--- src/hdl/tis_pkg.sv ---
// Shared types, constants and helper functions for the timed ignition sequencer.
// Used by the step logic, the seconds converter, the top level and the port checker.
// No dependencies.
package tis_pkg;

	// Item kinds carried on the request tuser.
	typedef enum logic [1:0] {
		KIND_TICK = 2'd0,
		KIND_FIRE = 2'd1,
		KIND_SET  = 2'd2
	} kind_t;

	// Sequencer phase, held one-hot inside the block.
	typedef enum logic [5:0] {
		PH_UNINIT    = 6'b000001,
		PH_READY     = 6'b000010,
		PH_COUNTDOWN = 6'b000100,
		PH_FIRE      = 6'b001000,
		PH_FAILED    = 6'b010000,
		PH_COMPLETE  = 6'b100000
	} phase_t;

	// Phase codes as reported in seq_state and taken by set-state commands.
	localparam logic [2:0] SEQ_UNINIT    = 3'd0;
	localparam logic [2:0] SEQ_READY     = 3'd1;
	localparam logic [2:0] SEQ_COUNTDOWN = 3'd2;
	localparam logic [2:0] SEQ_FIRE      = 3'd3;
	localparam logic [2:0] SEQ_FAILED    = 3'd4;
	localparam logic [2:0] SEQ_COMPLETE  = 3'd5;

	// Configuration register indexes.
	localparam logic [2:0] REG_LEAD_MS      = 3'd0;
	localparam logic [2:0] REG_CHAMBER_LIM  = 3'd1;
	localparam logic [2:0] REG_MAINLINE_MIN = 3'd2;
	localparam logic [2:0] REG_COLDFLOW     = 3'd3;
	localparam logic [2:0] REG_SKIP_LINE    = 3'd4;
	localparam logic [2:0] REG_DEFAULT_BURN = 3'd5;
	localparam logic [2:0] REG_MAX_BURN     = 3'd6;
	localparam int         CFG_DATA_W       = 16;

	// Abort codes.
	localparam logic [1:0] ABORT_PREFIRE = 2'd0;
	localparam logic [1:0] ABORT_ARM     = 2'd1;
	localparam logic [1:0] ABORT_CHAMBER = 2'd2;

	// Action codes.
	localparam logic [3:0] ACT_NONE      = 4'd0;
	localparam logic [3:0] ACT_CD_BASE   = 4'd1;
	localparam logic [3:0] ACT_POST_BASE = 4'd8;
	localparam logic [3:0] ACT_LAST_POST = 4'd14;

	// Event table positions with special handling.
	localparam logic [2:0] EV_PREFIRE = 3'd2;
	localparam logic [2:0] EV_ARM     = 3'd3;
	localparam logic [2:0] EV_LAST    = 3'd6;
	localparam logic [2:0] EV_NONE    = 3'd7;

	// Reset values of the configuration and state.
	localparam logic [15:0] RST_LEAD_MS      = 16'd20000;
	localparam logic [14:0] RST_CHAMBER_LIM  = 15'd500;
	localparam logic [14:0] RST_MAINLINE_MIN = 15'd300;
	localparam logic [3:0]  RST_DEFAULT_BURN = 4'd6;
	localparam logic [3:0]  RST_MAX_BURN     = 4'd10;
	localparam logic [13:0] RST_BURN_MS      = 14'd6000;

	// Seconds conversion: floor(a / 1000) = (a * SECS_RECIP) >> SECS_SHIFT for a < 2^17.
	localparam int          SECS_SHIFT  = 27;
	localparam logic [17:0] SECS_RECIP  = 18'd134218;
	localparam logic [31:0] SECS_SAT_MS = 32'd128000;

	typedef struct packed {
		logic [15:0] lead_ms;
		logic [14:0] chamber_limit;
		logic [14:0] mainline_min;
		logic        coldflow;
		logic        skip_line_check;
		logic [3:0]  default_burn;
		logic [3:0]  max_burn;
	} cfg_t;

	typedef struct packed {
		phase_t      phase;
		logic [31:0] start_time;
		logic [2:0]  event_index;
		logic [13:0] burn_ms;
	} state_t;

	// Request payload, first field in the highest bits.
	typedef struct packed {
		logic signed [15:0] chamber_pressure;
		logic signed [15:0] line_press;
		logic               arm_ok;
		logic               igniter_ok;
		logic               interlock_ok;
		logic [3:0]         valve_ok;
		logic [2:0]         cmd_phase;
		logic [3:0]         burn_seconds;
		logic [31:0]        now_ms;
	} item_t;

	// Result payload, first field in the highest bits.
	typedef struct packed {
		logic [2:0]        seq_state;
		logic              post_fire;
		logic [3:0]        burn_echo;
		logic              fire_accepted;
		logic [1:0]        abort_code;
		logic              abort_valid;
		logic signed [7:0] countdown_s;
		logic              report_valid;
		logic [3:0]        action;
	} res_t;

	localparam int ITEM_W      = $bits(item_t);
	localparam int IN_TDATA_W  = ((ITEM_W + 7) / 8) * 8;
	localparam int RES_W       = $bits(res_t);
	localparam int OUT_TDATA_W = ((RES_W + 7) / 8) * 8;

	function automatic logic [2:0] phase_code(input phase_t ph);
		logic [2:0] code;
		case (ph)
			PH_UNINIT:    code = SEQ_UNINIT;
			PH_READY:     code = SEQ_READY;
			PH_COUNTDOWN: code = SEQ_COUNTDOWN;
			PH_FIRE:      code = SEQ_FIRE;
			PH_FAILED:    code = SEQ_FAILED;
			PH_COMPLETE:  code = SEQ_COMPLETE;
			default:      code = SEQ_FAILED;
		endcase
		return code;
	endfunction

	// Commandable phases only; anything above FAILED falls to FAILED.
	function automatic phase_t phase_from_code(input logic [2:0] code);
		phase_t ph;
		case (code)
			SEQ_UNINIT:    ph = PH_UNINIT;
			SEQ_READY:     ph = PH_READY;
			SEQ_COUNTDOWN: ph = PH_COUNTDOWN;
			SEQ_FIRE:      ph = PH_FIRE;
			default:       ph = PH_FAILED;
		endcase
		return ph;
	endfunction

	// Countdown event offsets in ms relative to T0.
	function automatic logic signed [31:0] cd_offset(input logic [2:0] idx);
		logic signed [31:0] ofs;
		case (idx)
			3'd0:    ofs = -32'sd10000;
			3'd1:    ofs = -32'sd9000;
			3'd2:    ofs = -32'sd6000;
			3'd3:    ofs = -32'sd5000;
			3'd4:    ofs = -32'sd3000;
			3'd5:    ofs = -32'sd2000;
			default: ofs = 32'sd0;
		endcase
		return ofs;
	endfunction

	// Post-burn event offsets in ms after the end of the burn.
	function automatic logic [14:0] post_offset(input logic [2:0] idx);
		logic [14:0] ofs;
		case (idx)
			3'd0:    ofs = 15'd0;
			3'd1:    ofs = 15'd1000;
			3'd2:    ofs = 15'd3000;
			3'd3:    ofs = 15'd5000;
			3'd4:    ofs = 15'd10000;
			3'd5:    ofs = 15'd12000;
			default: ofs = 15'd20000;
		endcase
		return ofs;
	endfunction

	// Burn length in ms; the constant multiply reduces to shifts and adds.
	function automatic logic [13:0] burn_ms_of(input logic [3:0] secs);
		return 14'(secs) * 14'd1000;
	endfunction

endpackage

--- src/hdl/tis_secs.sv ---
// Converts signed elapsed milliseconds to whole seconds, truncated toward zero
// and saturated to +-127, using a reciprocal multiply. Depends on tis_pkg.
module tis_secs
	import tis_pkg::*;
(
	input  logic signed [31:0] elapsed_ms,
	output logic signed [7:0]  secs
);

	logic        neg;
	logic [31:0] mag;
	logic        sat;
	logic [34:0] prod;
	logic [6:0]  quot;

	assign neg  = elapsed_ms[31];
	assign mag  = neg ? 32'(-elapsed_ms) : 32'(elapsed_ms);
	assign sat  = mag >= SECS_SAT_MS;
	// Below the saturation point the magnitude fits in 17 bits.
	assign prod = 35'(mag[16:0]) * 35'(SECS_RECIP);
	assign quot = sat ? 7'd127 : prod[SECS_SHIFT+6:SECS_SHIFT];
	assign secs = neg ? -$signed({1'b0, quot}) : $signed({1'b0, quot});

endmodule

--- src/hdl/tis_step.sv ---
// Next-state and result logic for one sequencer request.
// Depends on tis_pkg and tis_secs.
module tis_step
	import tis_pkg::*;
(
	input  kind_t  kind,
	input  item_t  item,
	input  cfg_t   cfg,
	input  state_t cur,
	output state_t nxt,
	output res_t   res
);

	logic [31:0]        elapsed;
	logic signed [7:0]  secs;
	logic [3:0]         len;
	logic               idx_ok;
	logic               cd_hit;
	logic [16:0]        post_due;
	logic               post_hit;
	logic               in_burn;
	logic               over_limit;
	logic               low_mainline;
	logic               prefire_good;

	assign elapsed = item.now_ms - cur.start_time - {16'd0, cfg.lead_ms};

	tis_secs u_secs (
		.elapsed_ms (elapsed),
		.secs       (secs)
	);

	assign len      = (item.burn_seconds == 4'd0) ? cfg.default_burn : item.burn_seconds;
	assign idx_ok   = cur.event_index != EV_NONE;
	assign cd_hit   = $signed(elapsed) >= cd_offset(cur.event_index);
	assign post_due = 17'(post_offset(cur.event_index)) + 17'(cur.burn_ms);
	assign post_hit = $signed({elapsed[31], elapsed}) >= $signed({16'd0, post_due});
	assign in_burn  = $signed(elapsed) <= $signed({18'd0, cur.burn_ms});

	assign over_limit   = $signed({item.chamber_pressure[15], item.chamber_pressure})
		> $signed({2'b00, cfg.chamber_limit});
	assign low_mainline = $signed({item.line_press[15], item.line_press})
		< $signed({2'b00, cfg.mainline_min});
	assign prefire_good = (item.valve_ok == 4'hF) && item.interlock_ok
		&& (cfg.coldflow || item.igniter_ok) && (cfg.skip_line_check || !low_mainline);

	always_comb begin
		nxt = cur;
		res = '0;
		case (kind)
			KIND_SET: begin
				nxt.phase       = phase_from_code(item.cmd_phase);
				nxt.event_index = 3'd0;
				if (nxt.phase == PH_COUNTDOWN) begin
					nxt.start_time = item.now_ms;
				end
			end
			KIND_FIRE: begin
				if (cur.phase == PH_READY && len <= cfg.max_burn) begin
					nxt.phase         = PH_COUNTDOWN;
					nxt.event_index   = 3'd0;
					nxt.start_time    = item.now_ms;
					nxt.burn_ms       = burn_ms_of(len);
					res.fire_accepted = 1'b1;
					res.burn_echo     = len;
				end
			end
			KIND_TICK: begin
				case (cur.phase)
					PH_COUNTDOWN: begin
						res.report_valid = 1'b1;
						res.countdown_s  = secs;
						if (idx_ok && cd_hit) begin
							res.action      = ACT_CD_BASE + {1'b0, cur.event_index};
							nxt.event_index = cur.event_index + 3'd1;
							if (cur.event_index == EV_PREFIRE) begin
								if (!prefire_good) begin
									res.abort_valid = 1'b1;
									res.abort_code  = ABORT_PREFIRE;
								end
							end else if (cur.event_index == EV_ARM) begin
								if (!item.arm_ok) begin
									res.abort_valid = 1'b1;
									res.abort_code  = ABORT_ARM;
								end
							end else if (cur.event_index == EV_LAST) begin
								nxt.phase       = PH_FIRE;
								nxt.event_index = 3'd0;
							end
						end
					end
					PH_FIRE: begin
						res.report_valid = 1'b1;
						res.countdown_s  = secs;
						if (in_burn && over_limit) begin
							res.abort_valid = 1'b1;
							res.abort_code  = ABORT_CHAMBER;
						end
						if (idx_ok && post_hit) begin
							res.action      = ACT_POST_BASE + {1'b0, cur.event_index};
							nxt.event_index = cur.event_index + 3'd1;
							if (cur.event_index == EV_LAST) begin
								nxt.phase       = PH_COMPLETE;
								nxt.event_index = 3'd0;
								res.post_fire   = 1'b1;
							end
						end
					end
					PH_UNINIT, PH_READY, PH_FAILED, PH_COMPLETE: begin
					end
					default: begin
						nxt.phase = PH_FAILED;
					end
				endcase
			end
			default: begin
			end
		endcase
		res.seq_state = phase_code(nxt.phase);
	end

endmodule

--- src/hdl/timed_ignition_sequencer_core.sv ---
// Top level of the timed ignition sequencer: request and result stream ports,
// configuration write port, input stage, sequencer state and result register.
// Depends on tis_pkg and tis_step.
//
// Use of the block:
// Requests arrive on the s_ stream. tuser carries the request kind (time tick,
// fire request or set-state command) and tdata the request fields. Every request
// gives exactly one result on the m_ stream: the action code of the event that
// fired, the countdown report, any abort, the fire acceptance and the phase
// after the request.
// An accepted request waits in the input register; then the step logic updates the
// sequencer state and loads the result register in the same cycle.
// Throughput is one request per cycle while the receiver does not stall. The state
// update for a request is registered with its result, so the next request sees it
// straight away; the critical path is the elapsed-time subtract followed by the
// seconds multiply.
// When the receiver stalls, the result register holds its request and the
// input register can still take one more request; s_tready falls only when
// both are full.
// Configuration registers are written through cfg_we, cfg_index and cfg_wdata
// and should only change while no request is in flight.
// Reset (arst_n low) empties both registers, returns the sequencer to the
// uninitialised phase and loads the default configuration.
module timed_ignition_sequencer_core
	import tis_pkg::*;
(
	input  logic                   clk,
	input  logic                   arst_n,
	// Requests
	input  logic                   s_tvalid,
	output logic                   s_tready,
	// now_ms[31:0], burn_seconds[35:32], cmd_phase[38:36], valve_ok[42:39],
	// interlock_ok[43], igniter_ok[44], arm_ok[45], line_press[61:46],
	// chamber_pressure[77:62], zero fill[79:78]
	input  logic [IN_TDATA_W-1:0]  s_tdata,
	// kind[1:0]
	input  logic [1:0]             s_tuser,
	// Results
	output logic                   m_tvalid,
	input  logic                   m_tready,
	// action[3:0], report_valid[4], countdown_s[12:5], abort_valid[13],
	// abort_code[15:14], fire_accepted[16], burn_echo[20:17], post_fire[21],
	// seq_state[24:22], zero fill[31:25]
	output logic [OUT_TDATA_W-1:0] m_tdata,
	// Configuration writes
	input  logic                   cfg_we,
	input  logic [2:0]             cfg_index,
	input  logic [CFG_DATA_W-1:0]  cfg_wdata
);

	localparam int OUT_PAD = OUT_TDATA_W - RES_W;

	logic   valid_s1;
	item_t  item_s1;
	kind_t  kind_s1;
	logic   out_valid_q;
	res_t   out_q;
	cfg_t   cfg_q;
	state_t state_q;
	state_t state_nxt;
	res_t   res_nxt;
	logic   advance;

	// A request leaves the input register when the result register is free or
	// is being emptied in this cycle.
	assign advance  = valid_s1 && (!out_valid_q || m_tready);
	assign s_tready = !valid_s1 || advance;
	assign m_tvalid = out_valid_q;
	assign m_tdata  = {{OUT_PAD{1'b0}}, out_q};

	always_ff @(posedge clk or negedge arst_n) begin
		if (!arst_n) begin
			valid_s1 <= 1'b0;
		end else if (s_tready) begin
			valid_s1 <= s_tvalid;
		end
	end

	always_ff @(posedge clk) begin
		if (s_tvalid && s_tready) begin
			item_s1 <= item_t'(s_tdata[ITEM_W-1:0]);
			kind_s1 <= kind_t'(s_tuser);
		end
	end

	tis_step u_step (
		.kind (kind_s1),
		.item (item_s1),
		.cfg  (cfg_q),
		.cur  (state_q),
		.nxt  (state_nxt),
		.res  (res_nxt)
	);

	// Sequencer state moves on once per request, as it passes to the result.
	always_ff @(posedge clk or negedge arst_n) begin
		if (!arst_n) begin
			state_q.phase       <= PH_UNINIT;
			state_q.start_time  <= 32'd0;
			state_q.event_index <= 3'd0;
			state_q.burn_ms     <= RST_BURN_MS;
		end else if (advance) begin
			state_q <= state_nxt;
		end
	end

	always_ff @(posedge clk or negedge arst_n) begin
		if (!arst_n) begin
			out_valid_q <= 1'b0;
		end else if (advance) begin
			out_valid_q <= 1'b1;
		end else if (m_tready) begin
			out_valid_q <= 1'b0;
		end
	end

	always_ff @(posedge clk) begin
		if (advance) begin
			out_q <= res_nxt;
		end
	end

	// Configuration registers; writes to an unused index are ignored.
	always_ff @(posedge clk or negedge arst_n) begin
		if (!arst_n) begin
			cfg_q.lead_ms         <= RST_LEAD_MS;
			cfg_q.chamber_limit   <= RST_CHAMBER_LIM;
			cfg_q.mainline_min    <= RST_MAINLINE_MIN;
			cfg_q.coldflow        <= 1'b0;
			cfg_q.skip_line_check <= 1'b0;
			cfg_q.default_burn    <= RST_DEFAULT_BURN;
			cfg_q.max_burn        <= RST_MAX_BURN;
		end else if (cfg_we) begin
			case (cfg_index)
				REG_LEAD_MS:      cfg_q.lead_ms         <= cfg_wdata;
				REG_CHAMBER_LIM:  cfg_q.chamber_limit   <= cfg_wdata[14:0];
				REG_MAINLINE_MIN: cfg_q.mainline_min    <= cfg_wdata[14:0];
				REG_COLDFLOW:     cfg_q.coldflow        <= cfg_wdata[0];
				REG_SKIP_LINE:    cfg_q.skip_line_check <= cfg_wdata[0];
				REG_DEFAULT_BURN: cfg_q.default_burn    <= cfg_wdata[3:0];
				REG_MAX_BURN:     cfg_q.max_burn        <= cfg_wdata[3:0];
				default: begin
				end
			endcase
		end
	end

endmodule

--- config.mk ---
export PLATFORM = sky130hd
export DESIGN_NAME = timed_ignition_sequencer_core
export DESIGN_NICKNAME = d
export VERILOG_FILES = /design/src/hdl/tis_pkg.sv /design/src/hdl/tis_secs.sv /design/src/hdl/tis_step.sv /design/src/hdl/timed_ignition_sequencer_core.sv
export SDC_FILE = /design/constraint.sdc
export NUM_CORES = 1
export LEC_CHECK = 0
export ABC_AREA = 0
export BUFFER_PORTS_ARGS = -buffer_cell sky130_fd_sc_hd__buf_4
export CAP_MARGIN = 20
export CELL_PAD_IN_SITES_DETAIL_PLACEMENT = 1
export CELL_PAD_IN_SITES_GLOBAL_PLACEMENT = 1
export CORE_ASPECT_RATIO = 1.75
export CORE_UTILIZATION = 50
export DETAILED_ROUTE_END_ITERATION = 8
export PLACE_DENSITY_LB_ADDON = 0.1
export SETUP_SLACK_MARGIN = 0.3
export SYNTH_ARGS = -nofsm -noshare
export SYNTH_HDL_FRONTEND = slang
export SYNTH_HIERARCHICAL = 1
export SYNTH_SLANG_ARGS = --single-unit
--- constraint.sdc ---
create_clock -name clk -period 30.9 [get_ports clk]
set_input_delay 1.545 -clock clk [delete_from_list [all_inputs] [get_ports clk]]
set_output_delay 1.545 -clock clk [all_outputs]
set_load 0.03 [all_outputs]
==> summary.txt <==
STA
  • Fmax achieved: slightly below 90 MHz
  • Max transition margin: 0.232
  • Crit path time final: 11.32 ns
  • Post-layout worst setup margin: around 20 ns
  • # setup viols final: 0
  • Final slew viol count: 0
  • Clock Skew: 0.0390 ns
  • RSZ-0062 raised after global routing: no
  • Final Hold Vio Count: 0
  • Setup TNS: 0 ns
  • Period utilization: 0.366
  • Slew @ Worst Pin: 1.14 ns

Clock network
  • CTS H-Tree Depth: 1
  • CTS Sinks: 218
  • Maximum clock insertion buffer count: 3
  • CTS Buf Count: 22
  • # resized after CTS: 0
  • CTS tree: yes
  • Total setup buffers inserted after CTS: 0
  • Clk root buf: clkbuf_16
  • Hold-fix buffers at CTS: 0
  • Clock Pin Slew Worst Setup and Hold Paths: ~0.080 ns
  • Clk_lat worst skew: 0.55 ns

Worst setup path
  • Critical path fanouts, max: 40
  • Crit path required time: 31.22 ns
  • Most numerous cell on the critical path: inv_1
  • Worst EP arrival: 11.64 ns
  • CP max-delay cell: xor2_1
  • Max incr delay on CP: 0.75 ns
  • Setup crit start kind: flop
  • Critical Path Sink Type: flop
  • R2R Setup Slk: 19.58 ns
  • Crit path kind: reg -> reg

Die
  • Die area: just under 40,000 µm²
  • Ports: 140
  • Starting Density: 0.506
  • Core area: between 30,000 and 40,000 µm²
  • Die height: 262 µm
  • Die width: 151 µm
  • Placement Rows: 95

Synthesis
  • Cell area after synthesis: between 15,000 and 20,000 µm²
  • Synth top area cells: ha_1 (20%), edfxtp_1 (16%), dfrtp_1 (11%)
  • Sequential area share after synthesis: 0.311
  • Mapped Cells: around 1,900
  • Syn avg cell area: 10.2 µm²
  • Top-area cell type share of the netlist area: 0.199
  • Synth warn: 6
  • Top FF cell, synth: edfxtp_1
  • Synth area leader: ha_1
  • Yosys reg bits: 218
  • Async S/R FF share, synth: 0.518
  • Post-synth EDFFs: approximately 110
  • Synth cell types: 104

Cells and area
  • ANT cells: 0
  • Reg area: around 6000 µm²
  • Share of layout cells above drive strength 1: 0.177
  • Synthesis-to-finish area growth: 11.4%
  • Final #Nets: 2,510
  • Number of fill cells in the layout: approximately 4,300
  • Multi-input logic area: 12,000 µm²

Global route
  • Met3 global-route usage: 0.0296
  • M1 GR Usage: 0.256
  • GRT Total Usage: 0.275
  • First-pass GRT wire length: between 80,000 and 90,000 µm
  • Vias in the first global route: 16,500
  • Largest net degree at the start of global routing: 60
  • Remaining global-route overflow: 0
  • Top Usage Layer GRT: met2
  • Met2 Usage GRT: 0.559
  • Initial antenna violation count: 0

Placement
  • Routability congestion estimate: roughly 0.89
  • Port bufs: 130
  • Detailed Place HPWL: about 43,000 µm
  • Setup WS pre-CTS: 19.51 ns

Routing
  • Initial DRC count: 420
  • Routed vias/inst: 5.83
  • Wire per inst: approximately 21 µm
  • Antenna viol nets, final: 0
  • Final wirelength: 53,200 µm
  • DR pass1 iterations: 4
  • Via count: 14,800
  • DRC errors left: 0

Min path
  • Tightest Hold Check Type: reg -> reg

Status
  • Outcome: finished, final reports clean

Flow run
  • Maxcap violations: 0
==> synth_stat cells, drive strengths merged, types with 14 or more instances <==
cell type / instances
o211ai: 16
a22o: 35
nor2b: 26
o21ai: 69
ha: 307
xor2: 32
clkbuf: 26
inv: 288
nor4: 14
nor3: 19
o21bai: 14
a21oi: 97
nand2: 83
or3: 16
fa: 65
nand2b: 20
nand3: 29
dfrtp: 86
a21o: 40
xnor2: 43
edfxtp: 105
dfstp: 27
buf: 22
nor2: 91
mux2: 111
nand4: 14
and3: 24
==> cells by family after synthesis <==
family,synth area share
AO/OA/AOI/OAI,0.142
XOR/XNOR,0.0343
AND/OR/NAND/NOR,0.109
other,0.000194
flip-flops,0.311
buffers and inverters,0.0688
multiplexers,0.0693
adder cells (fa/ha/maj),0.266
==> routing by layer <==
layer / part of all wire / up-vias
met4: 0.053 / 0
li1: - / 7000
met1: 0.34 / 7371
met5: 0 / -
met2: 0.58 / 266
met3: 0.029 / 124
==> cell type report <==
cell class	instances	area share
Clock buffer	30	0.0294
Inverter	290	0.0505
Timing Repair Buffer	145	0.0505
Tap cell	485	0.0281
Sequential cell	218	0.279
Clock inverter	10	0.00400
Multi-Input combinational cell	1355	0.559
==> worst paths after layout <==
path                                          endpoint  depth (start not counted)                  start
worst max-delay path             m_tdata[11]$_DFFE_PP_                         41  cfg_q[54]$_DFFE_PN1P_
max in group asynchronous       state_q[2]$_DFFE_PN0P_                          2                 arst_n
worst min-delay path             cfg_q[16]$_DFFE_PN0P_                          1  cfg_q[16]$_DFFE_PN0P_
worst max register to register   m_tdata[11]$_DFFE_PP_                         41  cfg_q[54]$_DFFE_PN1P_
worst min register to register   cfg_q[16]$_DFFE_PN0P_                          1  cfg_q[16]$_DFFE_PN0P_
min in group asynchronous        cfg_q[35]$_DFFE_PN0P_                          1                 arst_n
==> cell usage in the layout, fill, tap and decap left out, drive strengths merged, types with 8 or more instances in the layout <==
cell    instances
a211oi         12
a21o           40
a21oi          97
a22o           35
a31oi          12
and2            9
and3           24
buf           145
clkbuf         30
clkinv          8
dfrtp          86
dfstp          27
edfxtp        105
fa             65
ha            307
inv           289
mux2          111
mux2i           9
nand2          83
nand2b         20
nand3          29
nand4          14
nor2           91
nor2b          26
nor3           19
nor3b           8
nor4           14
o211ai         16
o21a           12
o21ai          69
o21bai         14
o31ai          11
or2             8
or3            16
xnor2          43
xor2           32
==> through the flow <==
stage               utilization  hold WS, ns  instance area (µm²)  std cells
finish                    0.563        0.510                21600       2533
global route              0.563        0.526                21600       2533
CTS                       0.563        0.514                21600       2533
detailed placement        0.544        0.496                20800       2493
global placement          0.544        0.488                20800       2493
floorplan                     -        0.457                19400       1911
==> worst max-delay path: cells and delay by family (launching register included) <==
family,cells,cell delay [ns]
AO/OA/AOI/OAI,9,2.05
buffers and inverters,10,1.23
XOR/XNOR,4,1.23
multiplexers,1,0.20
adder cells (fa/ha/maj),10,4.03
AND/OR/NAND/NOR,7,1.85
flip-flops,1,0.52
==> flip-flops by register name, indices dropped and copies added, names as in the netlist <==
signal / flops
valid_s1: 1
item_s1: 78
cfg_q: 56
m_tdata: 25
m_tvalid: 1
kind_s1: 2
state_q: 55
Power is left out: the tool's default activity adds up to more than one toggle a clock period on the data nets, which glitch-free logic cannot reach.
